===== config.mk =====
export PLATFORM = sky130hd
export DESIGN_NAME = vad_utterance_segmenter_unit
export DESIGN_NICKNAME = d
export VERILOG_FILES = /design/src/design/vus_pkg.sv /design/src/design/vus_cfg_regs.sv /design/src/design/vus_seg_core.sv /design/src/design/vad_utterance_segmenter_unit.sv
export SDC_FILE = /design/constraint.sdc
export NUM_CORES = 1
export LEC_CHECK = 0
export BUFFER_PORTS_ARGS = -buffer_cell sky130_fd_sc_hd__buf_4
export CAP_MARGIN = 10
export CORE_ASPECT_RATIO = 1.25
export CORE_UTILIZATION = 50
export CTS_CLUSTER_SIZE = 40
export DETAILED_ROUTE_END_ITERATION = 10
export PLACE_DENSITY = 0.7
export SLEW_MARGIN = 20
export SYNTH_ARGS = -nofsm -noshare
export SYNTH_HDL_FRONTEND = slang
export SYNTH_SLANG_ARGS = --single-unit

===== constraint.sdc =====
create_clock -name clk_i -period 14.55 [get_ports clk_i]
set_input_delay 1.455 -clock clk_i [delete_from_list [all_inputs] [get_ports clk_i]]
set_output_delay 1.455 -clock clk_i [all_outputs]
set_load 0.05 [all_outputs]

===== src/design/vus_pkg.sv =====
// Shared types, codes and reset constants for the utterance segmenter.
`timescale 1ns / 1ps

package vus_pkg;

  // Fixed field widths.
  localparam int unsigned CMD_W     = 2;
  localparam int unsigned NSAMP_W   = 20;
  localparam int unsigned STATUS_W  = 2;
  localparam int unsigned PROB_W    = 16;
  localparam int unsigned CAUSE_W   = 2;
  localparam int unsigned START_W   = 48;
  localparam int unsigned LEN_W     = 20;
  localparam int unsigned ONSET_W   = 8;
  localparam int unsigned PREROLL_W = 16;
  localparam int unsigned SIL_W     = 24;
  localparam int unsigned CFG_IDX_W = 3;
  localparam int unsigned CFG_DAT_W = 20;

  // Command codes.
  localparam logic [CMD_W-1:0] CMD_FRAME     = 2'd0;
  localparam logic [CMD_W-1:0] CMD_FLUSH_ALL = 2'd1;
  localparam logic [CMD_W-1:0] CMD_FLUSH_MIN = 2'd2;

  // VAD status code meaning the model produced a probability.
  localparam logic [STATUS_W-1:0] VAD_RAN = 2'd1;

  // Result codes.
  localparam logic RES_EMITTED   = 1'b0;
  localparam logic RES_DISCARDED = 1'b1;

  localparam logic [CAUSE_W-1:0] CAUSE_OVERFLOW = 2'd0;
  localparam logic [CAUSE_W-1:0] CAUSE_EOU      = 2'd1;
  localparam logic [CAUSE_W-1:0] CAUSE_FLUSH    = 2'd2;

  // Register indexes.
  localparam logic [CFG_IDX_W-1:0] REG_ONSET_THR   = 3'd0;
  localparam logic [CFG_IDX_W-1:0] REG_SUSTAIN_THR = 3'd1;
  localparam logic [CFG_IDX_W-1:0] REG_ONSET_FRM   = 3'd2;
  localparam logic [CFG_IDX_W-1:0] REG_PREROLL_MAX = 3'd3;
  localparam logic [CFG_IDX_W-1:0] REG_EOU_SILENCE = 3'd4;
  localparam logic [CFG_IDX_W-1:0] REG_MIN_SEGMENT = 3'd5;
  localparam logic [CFG_IDX_W-1:0] REG_SEGMENT_CAP = 3'd6;
  localparam logic [CFG_IDX_W-1:0] REG_VAD_FRM_LEN = 3'd7;

  // Register reset values.
  localparam logic [15:0] RST_ONSET_THR   = 16'd32768;
  localparam logic [15:0] RST_SUSTAIN_THR = 16'd22938;
  localparam logic [7:0]  RST_ONSET_FRM   = 8'd3;
  localparam logic [15:0] RST_PREROLL_MAX = 16'd8000;
  localparam logic [19:0] RST_EOU_SILENCE = 20'd24000;
  localparam logic [19:0] RST_MIN_SEGMENT = 20'd16000;
  localparam logic [19:0] RST_SEGMENT_CAP = 20'd480000;
  localparam logic [15:0] RST_VAD_FRM_LEN = 16'd512;

  // Saturation limits.
  localparam logic [SIL_W-1:0]   SIL_MAX   = 24'hFF_FFFF;
  localparam logic [ONSET_W-1:0] ONSET_MAX = 8'hFF;

  typedef struct packed {
    logic [15:0] onset_threshold;
    logic [15:0] sustain_threshold;
    logic [7:0]  onset_frame_cnt;
    logic [15:0] preroll_limit;
    logic [19:0] eou_sil_len;
    logic [19:0] min_seg_len;
    logic [19:0] segment_cap;
    logic [15:0] vad_frame_len;
  } cfg_t;

  typedef struct packed {
    logic [CMD_W-1:0]    cmd;
    logic [NSAMP_W-1:0]  sample_count;
    logic [STATUS_W-1:0] vad_status;
    logic [PROB_W-1:0]   speech_prob;
  } in_item_t;

  typedef struct packed {
    logic               event_res;
    logic [CAUSE_W-1:0] cause;
    logic [START_W-1:0] start_sample;
    logic [LEN_W-1:0]   seg_len;
  } out_item_t;

endpackage : vus_pkg


===== src/design/vus_cfg_regs.sv =====
// Configuration register file with reset values and an indexed write port.
`timescale 1ns / 1ps

module vus_cfg_regs (
  input  logic                          clk_i,
  input  logic                          rst_ni,
  input  logic                          cfg_we_i,
  input  logic [vus_pkg::CFG_IDX_W-1:0] cfg_index_i,
  input  logic [vus_pkg::CFG_DAT_W-1:0] cfg_wdata_i,
  output vus_pkg::cfg_t                 cfg_o
);
  import vus_pkg::*;

  cfg_t cfg_q, cfg_d;

  always_comb begin
    cfg_d = cfg_q;
    if (cfg_we_i) begin
      unique case (cfg_index_i)
        REG_ONSET_THR:   cfg_d.onset_threshold   = cfg_wdata_i[15:0];
        REG_SUSTAIN_THR: cfg_d.sustain_threshold = cfg_wdata_i[15:0];
        REG_ONSET_FRM:   cfg_d.onset_frame_cnt   = cfg_wdata_i[7:0];
        REG_PREROLL_MAX: cfg_d.preroll_limit     = cfg_wdata_i[15:0];
        REG_EOU_SILENCE: cfg_d.eou_sil_len       = cfg_wdata_i;
        REG_MIN_SEGMENT: cfg_d.min_seg_len       = cfg_wdata_i;
        REG_SEGMENT_CAP: cfg_d.segment_cap       = cfg_wdata_i;
        REG_VAD_FRM_LEN: cfg_d.vad_frame_len     = cfg_wdata_i[15:0];
        default:         cfg_d = cfg_q;
      endcase
    end
  end

  always_ff @(posedge clk_i or negedge rst_ni) begin
    if (!rst_ni) begin
      cfg_q.onset_threshold   <= RST_ONSET_THR;
      cfg_q.sustain_threshold <= RST_SUSTAIN_THR;
      cfg_q.onset_frame_cnt   <= RST_ONSET_FRM;
      cfg_q.preroll_limit     <= RST_PREROLL_MAX;
      cfg_q.eou_sil_len       <= RST_EOU_SILENCE;
      cfg_q.min_seg_len       <= RST_MIN_SEGMENT;
      cfg_q.segment_cap       <= RST_SEGMENT_CAP;
      cfg_q.vad_frame_len     <= RST_VAD_FRM_LEN;
    end else begin
      cfg_q <= cfg_d;
    end
  end

  assign cfg_o = cfg_q;

endmodule : vus_cfg_regs


===== src/design/vus_seg_core.sv =====
// Segment state registers and the single-pass update for one transaction.
`timescale 1ns / 1ps

module vus_seg_core #(
  parameter int unsigned OFFSET_WIDTH = 48,
  parameter int unsigned COUNT_WIDTH  = 20
) (
  input  logic               clk_i,
  input  logic               rst_ni,
  input  logic               fire_i,
  input  vus_pkg::in_item_t  item_i,
  input  vus_pkg::cfg_t      cfg_i,
  output logic               res_valid_o,
  output vus_pkg::out_item_t res_o
);
  import vus_pkg::*;

  localparam int unsigned OW    = OFFSET_WIDTH;
  localparam int unsigned CW    = COUNT_WIDTH;
  localparam int unsigned NW    = (CW < NSAMP_W) ? CW : NSAMP_W;
  localparam int unsigned SW    = ((CW > NSAMP_W) ? CW : NSAMP_W) + 1;
  localparam int unsigned EXT_W = (OW > START_W) ? OW : START_W;

  logic [CW-1:0]        seg_q, seg_d;
  logic [PREROLL_W-1:0] pre_q, pre_d;
  logic [ONSET_W-1:0]   onset_q, onset_d;
  logic [SIL_W-1:0]     sil_q, sil_d;
  logic [OW-1:0]        ofs_q, ofs_d;
  logic [START_W-1:0]   start_q, start_d;

  logic [NW-1:0]        n;
  logic [SW-1:0]        n_s, seg_s, cap_s, min_s;
  logic                 is_flush, is_frame, ovf, vad_ok, speech;
  logic [PROB_W-1:0]    thr;
  logic [CW-1:0]        seg1, seg_base, seg_new;
  logic [PREROLL_W-1:0] pre1, pre2, keep;
  logic [PREROLL_W:0]   pre_sum;
  logic [ONSET_W-1:0]   on1, on2;
  logic [SIL_W-1:0]     sil1, sil2, sil3;
  logic [SIL_W:0]       sil_sum;
  logic [OW-1:0]        ofs_next;
  logic [START_W-1:0]   ofs_start, back_start, cur_start;
  logic [EXT_W-1:0]     ofs_ext, back_ext;

  assign n     = item_i.sample_count[NW-1:0];
  assign n_s   = SW'(n);
  assign seg_s = SW'(seg_q);
  assign cap_s = SW'(cfg_i.segment_cap);
  assign min_s = SW'(cfg_i.min_seg_len);

  // A zero-length frame behaves as a plain flush.
  assign is_flush = (item_i.cmd == CMD_FLUSH_ALL) || (item_i.cmd == CMD_FLUSH_MIN) ||
                    ((item_i.cmd == CMD_FRAME) && (n == '0));
  assign is_frame = (item_i.cmd == CMD_FRAME) && (n != '0);

  assign ofs_next = ofs_q + OW'(n);
  assign ofs_ext  = EXT_W'(ofs_q);
  assign back_ext = EXT_W'(ofs_q - OW'(pre2));

  // Start index of a segment opening on this frame.
  assign ofs_start  = ofs_ext[START_W-1:0];
  assign back_start = (ofs_q >= OW'(pre2)) ? back_ext[START_W-1:0] : '0;

  // Capacity overflow empties the open segment before the frame is counted.
  assign ovf  = (seg_s + n_s) > cap_s;
  assign seg1 = ovf ? '0 : seg_q;
  assign pre1 = ovf ? '0 : pre_q;
  assign on1  = ovf ? '0 : onset_q;
  assign sil1 = ovf ? '0 : sil_q;

  assign vad_ok  = (item_i.vad_status == VAD_RAN) && (n_s == SW'(cfg_i.vad_frame_len));
  assign thr     = (seg1 == '0) ? cfg_i.onset_threshold : cfg_i.sustain_threshold;
  assign speech  = item_i.speech_prob >= thr;
  assign sil_sum = {1'b0, sil1} + (SIL_W + 1)'(n);

  always_comb begin
    on2  = on1;
    sil2 = sil1;
    if (vad_ok) begin
      if (speech) begin
        sil2 = '0;
        on2  = (on1 == ONSET_MAX) ? on1 : on1 + 1'b1;
      end else begin
        sil2 = sil_sum[SIL_W] ? SIL_MAX : sil_sum[SIL_W-1:0];
        on2  = '0;
      end
    end
  end

  // Preroll accumulation while waiting for onset.
  assign keep    = (n_s > SW'(cfg_i.preroll_limit)) ? cfg_i.preroll_limit : PREROLL_W'(n);
  assign pre_sum = {1'b0, pre1} + {1'b0, keep};

  // Preroll that does not fit alongside the frame is dropped at onset.
  assign pre2 = ((SW'(pre1) + n_s) > cap_s) ? '0 : pre1;

  always_comb begin
    if (seg1 != '0) begin
      seg_base  = seg1;
      sil3      = sil2;
      cur_start = start_q;
    end else begin
      seg_base  = CW'(pre2);
      sil3      = '0;
      cur_start = (pre2 != '0) ? back_start : ofs_start;
    end
  end

  assign seg_new = CW'(SW'(seg_base) + n_s);

  always_comb begin
    seg_d       = seg_q;
    pre_d       = pre_q;
    onset_d     = onset_q;
    sil_d       = sil_q;
    ofs_d       = ofs_q;
    start_d     = start_q;
    res_valid_o = 1'b0;
    res_o.event_res    = RES_EMITTED;
    res_o.cause        = CAUSE_FLUSH;
    res_o.start_sample = start_q;
    res_o.seg_len      = LEN_W'(seg_q);

    if (is_flush) begin
      if (seg_q != '0) begin
        res_valid_o = 1'b1;
        res_o.event_res = ((item_i.cmd == CMD_FLUSH_MIN) && (seg_s <= min_s)) ?
                          RES_DISCARDED : RES_EMITTED;
        seg_d   = '0;
        pre_d   = '0;
        onset_d = '0;
        sil_d   = '0;
      end
    end else if (is_frame) begin
      ofs_d = ofs_next;
      if (n_s <= cap_s) begin
        // Overflow result takes priority; the frame then goes on as if waiting.
        if (ovf) begin
          res_valid_o = 1'b1;
          res_o.event_res = (seg_s > min_s) ? RES_EMITTED : RES_DISCARDED;
          res_o.cause     = CAUSE_OVERFLOW;
          start_d         = ofs_start;
        end
        onset_d = on2;
        if ((seg1 == '0) && (on2 < cfg_i.onset_frame_cnt)) begin
          seg_d = '0;
          sil_d = sil2;
          pre_d = (pre_sum > {1'b0, cfg_i.preroll_limit}) ? cfg_i.preroll_limit :
                                                            pre_sum[PREROLL_W-1:0];
        end else begin
          seg_d   = seg_new;
          sil_d   = sil3;
          pre_d   = '0;
          start_d = cur_start;
          if (!ovf && (sil3 >= SIL_W'(cfg_i.eou_sil_len))) begin
            res_valid_o        = 1'b1;
            res_o.cause        = CAUSE_EOU;
            res_o.start_sample = cur_start;
            res_o.seg_len      = LEN_W'(seg_new);
            seg_d   = '0;
            onset_d = '0;
            sil_d   = '0;
            if (SW'(seg_new) > min_s) begin
              res_o.event_res = RES_EMITTED;
            end else begin
              res_o.event_res = RES_DISCARDED;
              start_d = START_W'(EXT_W'(ofs_next));
            end
          end
        end
      end
    end
  end

  always_ff @(posedge clk_i or negedge rst_ni) begin
    if (!rst_ni) begin
      seg_q   <= '0;
      pre_q   <= '0;
      onset_q <= '0;
      sil_q   <= '0;
      ofs_q   <= '0;
      start_q <= '0;
    end else if (fire_i) begin
      seg_q   <= seg_d;
      pre_q   <= pre_d;
      onset_q <= onset_d;
      sil_q   <= sil_d;
      ofs_q   <= ofs_d;
      start_q <= start_d;
    end
  end

endmodule : vus_seg_core


===== src/design/vad_utterance_segmenter_unit.sv =====
// Top level of the utterance segmenter: input register, segment core, result register.
`timescale 1ns / 1ps

// Speech endpointing on sample counts. Each input transaction is an audio
// frame (sample count plus VAD verdict) or a flush command; each produces
// zero or one segment event carrying the event result, the cause, the
// start sample and the segment length.
// Both channels use valid/ready. An accepted transaction lands in an input
// register; once the output register can take its result, the segment core
// updates its counters from it and, if an event results, writes the event
// into the output register, which drives out_valid_o. The block takes
// one transaction per cycle for as long as the receiver keeps out_ready_i
// high; the single output register is what limits the rate.
// When the receiver stalls with an event pending, the held input
// transaction waits in the input register whether or not it gives an event,
// so in_ready_o drops once both registers are occupied.
// Configuration registers are written through cfg_we_i/cfg_index_i/
// cfg_wdata_i. The user must write them only while the block is idle; the
// block itself does not enforce this.
// Reset clears all counters, the sample offset and both valid flags, and
// loads the configuration registers with their default values.
module vad_utterance_segmenter_unit #(
  parameter int unsigned OFFSET_WIDTH = 48,
  parameter int unsigned COUNT_WIDTH  = 20
) (
  input  logic                          clk_i,
  input  logic                          rst_ni,
  input  logic                          in_valid_i,
  output logic                          in_ready_o,
  input  vus_pkg::in_item_t             in_item_i,
  output logic                          out_valid_o,
  input  logic                          out_ready_i,
  output vus_pkg::out_item_t            out_item_o,
  input  logic                          cfg_we_i,
  input  logic [vus_pkg::CFG_IDX_W-1:0] cfg_index_i,
  input  logic [vus_pkg::CFG_DAT_W-1:0] cfg_wdata_i
);
  import vus_pkg::*;

  cfg_t      cfg;
  in_item_t  in_q;
  logic      in_valid_q, in_valid_d;
  out_item_t out_q;
  logic      out_valid_q, out_valid_d;
  logic      advance;
  logic      res_valid;
  out_item_t res;

  vus_cfg_regs u_cfg (
    .clk_i       (clk_i),
    .rst_ni      (rst_ni),
    .cfg_we_i    (cfg_we_i),
    .cfg_index_i (cfg_index_i),
    .cfg_wdata_i (cfg_wdata_i),
    .cfg_o       (cfg)
  );

  vus_seg_core #(
    .OFFSET_WIDTH (OFFSET_WIDTH),
    .COUNT_WIDTH  (COUNT_WIDTH)
  ) u_core (
    .clk_i       (clk_i),
    .rst_ni      (rst_ni),
    .fire_i      (advance),
    .item_i      (in_q),
    .cfg_i       (cfg),
    .res_valid_o (res_valid),
    .res_o       (res)
  );

  // The held transaction moves on whenever the result register can take
  // whatever it produces.
  assign advance    = in_valid_q && (!out_valid_q || out_ready_i);
  assign in_ready_o = !in_valid_q || advance;

  always_comb begin
    in_valid_d = in_valid_q;
    if (in_valid_i && in_ready_o) begin
      in_valid_d = 1'b1;
    end else if (advance) begin
      in_valid_d = 1'b0;
    end
  end

  assign out_valid_d = (out_valid_q && !out_ready_i) || (advance && res_valid);

  always_ff @(posedge clk_i or negedge rst_ni) begin
    if (!rst_ni) begin
      in_valid_q  <= 1'b0;
      out_valid_q <= 1'b0;
    end else begin
      in_valid_q  <= in_valid_d;
      out_valid_q <= out_valid_d;
    end
  end

  // Payload registers carry no reset.
  always_ff @(posedge clk_i) begin
    if (in_valid_i && in_ready_o) begin
      in_q <= in_item_i;
    end
    if (advance && res_valid) begin
      out_q <= res;
    end
  end

  assign out_valid_o = out_valid_q;
  assign out_item_o  = out_q;

endmodule : vad_utterance_segmenter_unit


==> flow_summary_export.csv <==
group,metric,value,unit
status,status,"complete, no violations",
timing,rsz0062_at_grt,"true",
timing,hold_slack,0.4831,ns
clock_network,clkTransAtPathRegs,0.06,ns
yosys,synth_edf_count,111,
route,drt_iter0_markers,2285,
yosys,synth.distinct_cells,94,
worst_setup_path,startpoint_type,"flip-flop",
placement,gp_congestion,0.9927,
grt,grt_pass1_vias,26170,
floorplan,dieArea,61460,sq um
finish,fillers,5443,
clock_network,cts_root_buffer,"clkbuf_16",
worst_setup_path,arrival,14.02,ns
grt,grt.overflow.total,0,
worst_setup_path,cp_data_required_time,15.02,ns
clock_network,clockBufferDepth,3,
yosys,synthArstFlopShare,72.86,%
timing,finClkSkew,0.02961,ns
grt,grt_max_degree,143,
finish,drive_gt1_share,15.84,%
timing,max_freq,0.07378,GHz
floorplan,core_area,59680,sq um
worst_setup_path,cpMostUsedCell,"ha_1",
route,drc,0,
worst_setup_path,critPathKind,"reg -> reg",
clock_network,cts_buffers,46,
worst_hold_path,worstHoldPathType,"reg -> reg",
clock_network,cts_sinks,409,
yosys,avgSynthCellArea,9.057,sq um
floorplan,start_util,50.66,%
worst_setup_path,cp_max_fo,9,
placement,placedCellCount,4173,
route,vias,26850,
finish,nets,3831,
route,post_drt_wl_per_cell,23.92,um
worst_setup_path,r2r_slack,1.0,ns
route,via_per_inst,6.301,
timing,hold_viol_final,0,
placement,dpl-instance-area,32400,sq um
yosys,syn-num-nets,3708,
floorplan,pin_count,141,
route,drt-pass1-iter-count,5,
grt,grt_first_pass_wirelength,153.1,mm
worst_setup_path,critPathSlowestCell,"or3b_2",
timing,tightest_slew,1.204,ns
timing,setup_viol,0,
yosys,synth_area,30230,sq um
timing,period_needed,13.55,ns
clock_network,worst_skew_pair.late_latency,0.61,ns
clock_network,htree_levels,2,
placement,dp_hpwl,73.79,mm
worst_setup_path,endpoint_kind,"flip-flop",
timing,slew_viol_final,0,
yosys,yosys.area.top_type_share,21.52,%
yosys,yosysTopAreaCell,"dfrtp_1",
timing,slew_headroom,18.43,%
yosys,netlist_instances,3338,
floorplan,die_w,221.9,um
floorplan,dieHeight,276.9,um
yosys,synth.yosys.seq_area_share,35.85,%
finish,area_growth,12.89,%
grt,antenna_found_initial,1,
clock_network,cts_tree,"done",
clock_network,cts_hold_buffers,0,
route,ant_nets,0,
placement,port_buffers,140,
yosys,yosys_warnings,0,
yosys,synth_seq_cells,409,
finish,final_area,34130,sq um
yosys,synthFlopType,"dfrtp_1",
floorplan,row_count,100,
timing,finalCritPeriodShare,93.15,%
finish,antenna_cells,0,
finish,finalNonFillerCells,4262,
run,cap_violations,0,
grt,track_usage,32.66,%
route,wl,101.9,mm
yosys,synth_area_leaders,"dfrtp_1 22%, ha_1 12%, edfxtp_1 11%",
worst_setup_path,slowest_delay,0.52,ns
[synth_stat cells, types with 52 or more instances]
cell type	instances
clkbuf_1	132
inv_1	153
dfrtp_1	260
xnor2_1	106
a21oi_1	229
nand3_1	90
mux2_2	135
nand2_1	347
a21o_1	84
nand4_1	52
o21ai_0	233
xor2_1	55
ha_1	297
edfxtp_1	111
nor2_1	233
and2_1	60
nor3_1	78
[routing by layer]
layer  track usage (%)  wire length [um]
met1             38.60             38890
met2             54.31             47770
met3             4.573              7075
met4             23.93              8213
met5                 0                 0
[flip-flops by register name, indices dropped and copies added, names as in the netlist]
register,cells
in_q,40
out_valid_o,1
out_item_o,71
u_core.sil_q,24
u_core.onset_q,8
u_core.seg_q,20
u_core.ofs_ext,48
u_core.pre_q,16
u_core.start_q,48
in_valid_q,1
u_cfg.cfg_o,132
[cell type report]
cell class	instances	area [sq um]	share of cell area, %
inverter	153	574.3	1.683
clock buffer	58	1259	3.688
multi-input combinational	2617	18410	53.94
sequential	409	10840	31.75
timing repair buffer	234	1823	5.341
clock inverter	26	267.8	0.7845
tap	765	957.2	2.804
[cell usage in the layout, fill, tap and decap left out, types with 10 or more instances in the layout]
cell and n:
a31oi_1 35, or3_1 25, mux2_2 135, xnor2_1 106, o31ai_1 21, o221ai_1 10
o21a_1 31, mux2i_1 38, nand4_1 52, a211oi_1 24, buf_4 228, or2_2 11
nand3_1 89, clkinv_2 12, a21o_1 82, xor2_1 55, a22o_1 27, a21oi_1 219
dfstp_2 38, nand2b_1 34, nor2_1 228, nand2_1 345, a21oi_2 10, a21boi_0 10
ha_1 297, a221o_1 22, o21ai_0 227, and2_1 59, o211ai_1 22, o21ai_1 14
edfxtp_1 111, dfrtp_1 260, nor3_1 76, nor2b_1 29, clkbuf_16 49, inv_1 153
and3_1 19, nor4_1 43, o21bai_1 19
[worst max-delay path: cells and delay by family, from the launching register on]
family                     cells  cell delay, ns
adders and majority gates      7            2.03
AOI/OAI and AO/OA             40            7.20
buffers and inverters          2            0.42
DFF                            1            0.46
xor gates and xnor gates       3            0.35
and+or+nand+nor               17            2.89
[worst paths after layout]
check | start | end | depth (start not counted)
setup / recovery | u_core.seg_q[1] | u_core.start_q[41] | 69
hold reg to reg | u_core.start_q[34] | u_core.start_q[34] | 2
min in group asynchronous | rst_ni | u_core.start_q[9] | 1
setup reg to reg | u_core.seg_q[1] | u_core.start_q[41] | 69
hold / removal | u_core.start_q[34] | u_core.start_q[34] | 2
max in group asynchronous | rst_ni | u_core.ofs_ext[22] | 2
[what timing repair did]
action / 4_1_cts / 5_1_grt
gates resized for setup: 0 / 43
buffers inserted: 0 / 4
endpoints found under the setup margin: 0 / 61
[cells by family (layout without fill, tap and decap cells)]
| logic type | after synthesis | after routing | share of synthesized area [%] |
|---|---|---|---|
| and+or+nand+nor | 1067 | 1067 | 16.86 |
| AOI/OAI and AO/OA | 906 | 906 | 19.44 |
| DFF | 409 | 409 | 35.85 |
| buffers and inverters | 312 | 471 | 3.990 |
| adders and majority gates | 308 | 308 | 12.83 |
| muxes | 175 | 175 | 6.373 |
| xor gates and xnor gates | 161 | 161 | 4.664 |
[stage by stage]
step | setup slack [ns] | setup TNS (ns) | utilization [%]
floorplan | 0.2022 | 0 | -
global placement | 0.5112 | 0 | 54.29
detailed placement | 0.2677 | 0 | 54.29
CTS | 0.1588 | 0 | 56.85
global route | -0.1124 | -0.3310 | 57.19
finish | 0.9961 | 0 | 57.19
Power is left out: the tool's default activity adds up to more than one toggle a clock period on the data nets, which glitch-free logic cannot reach.
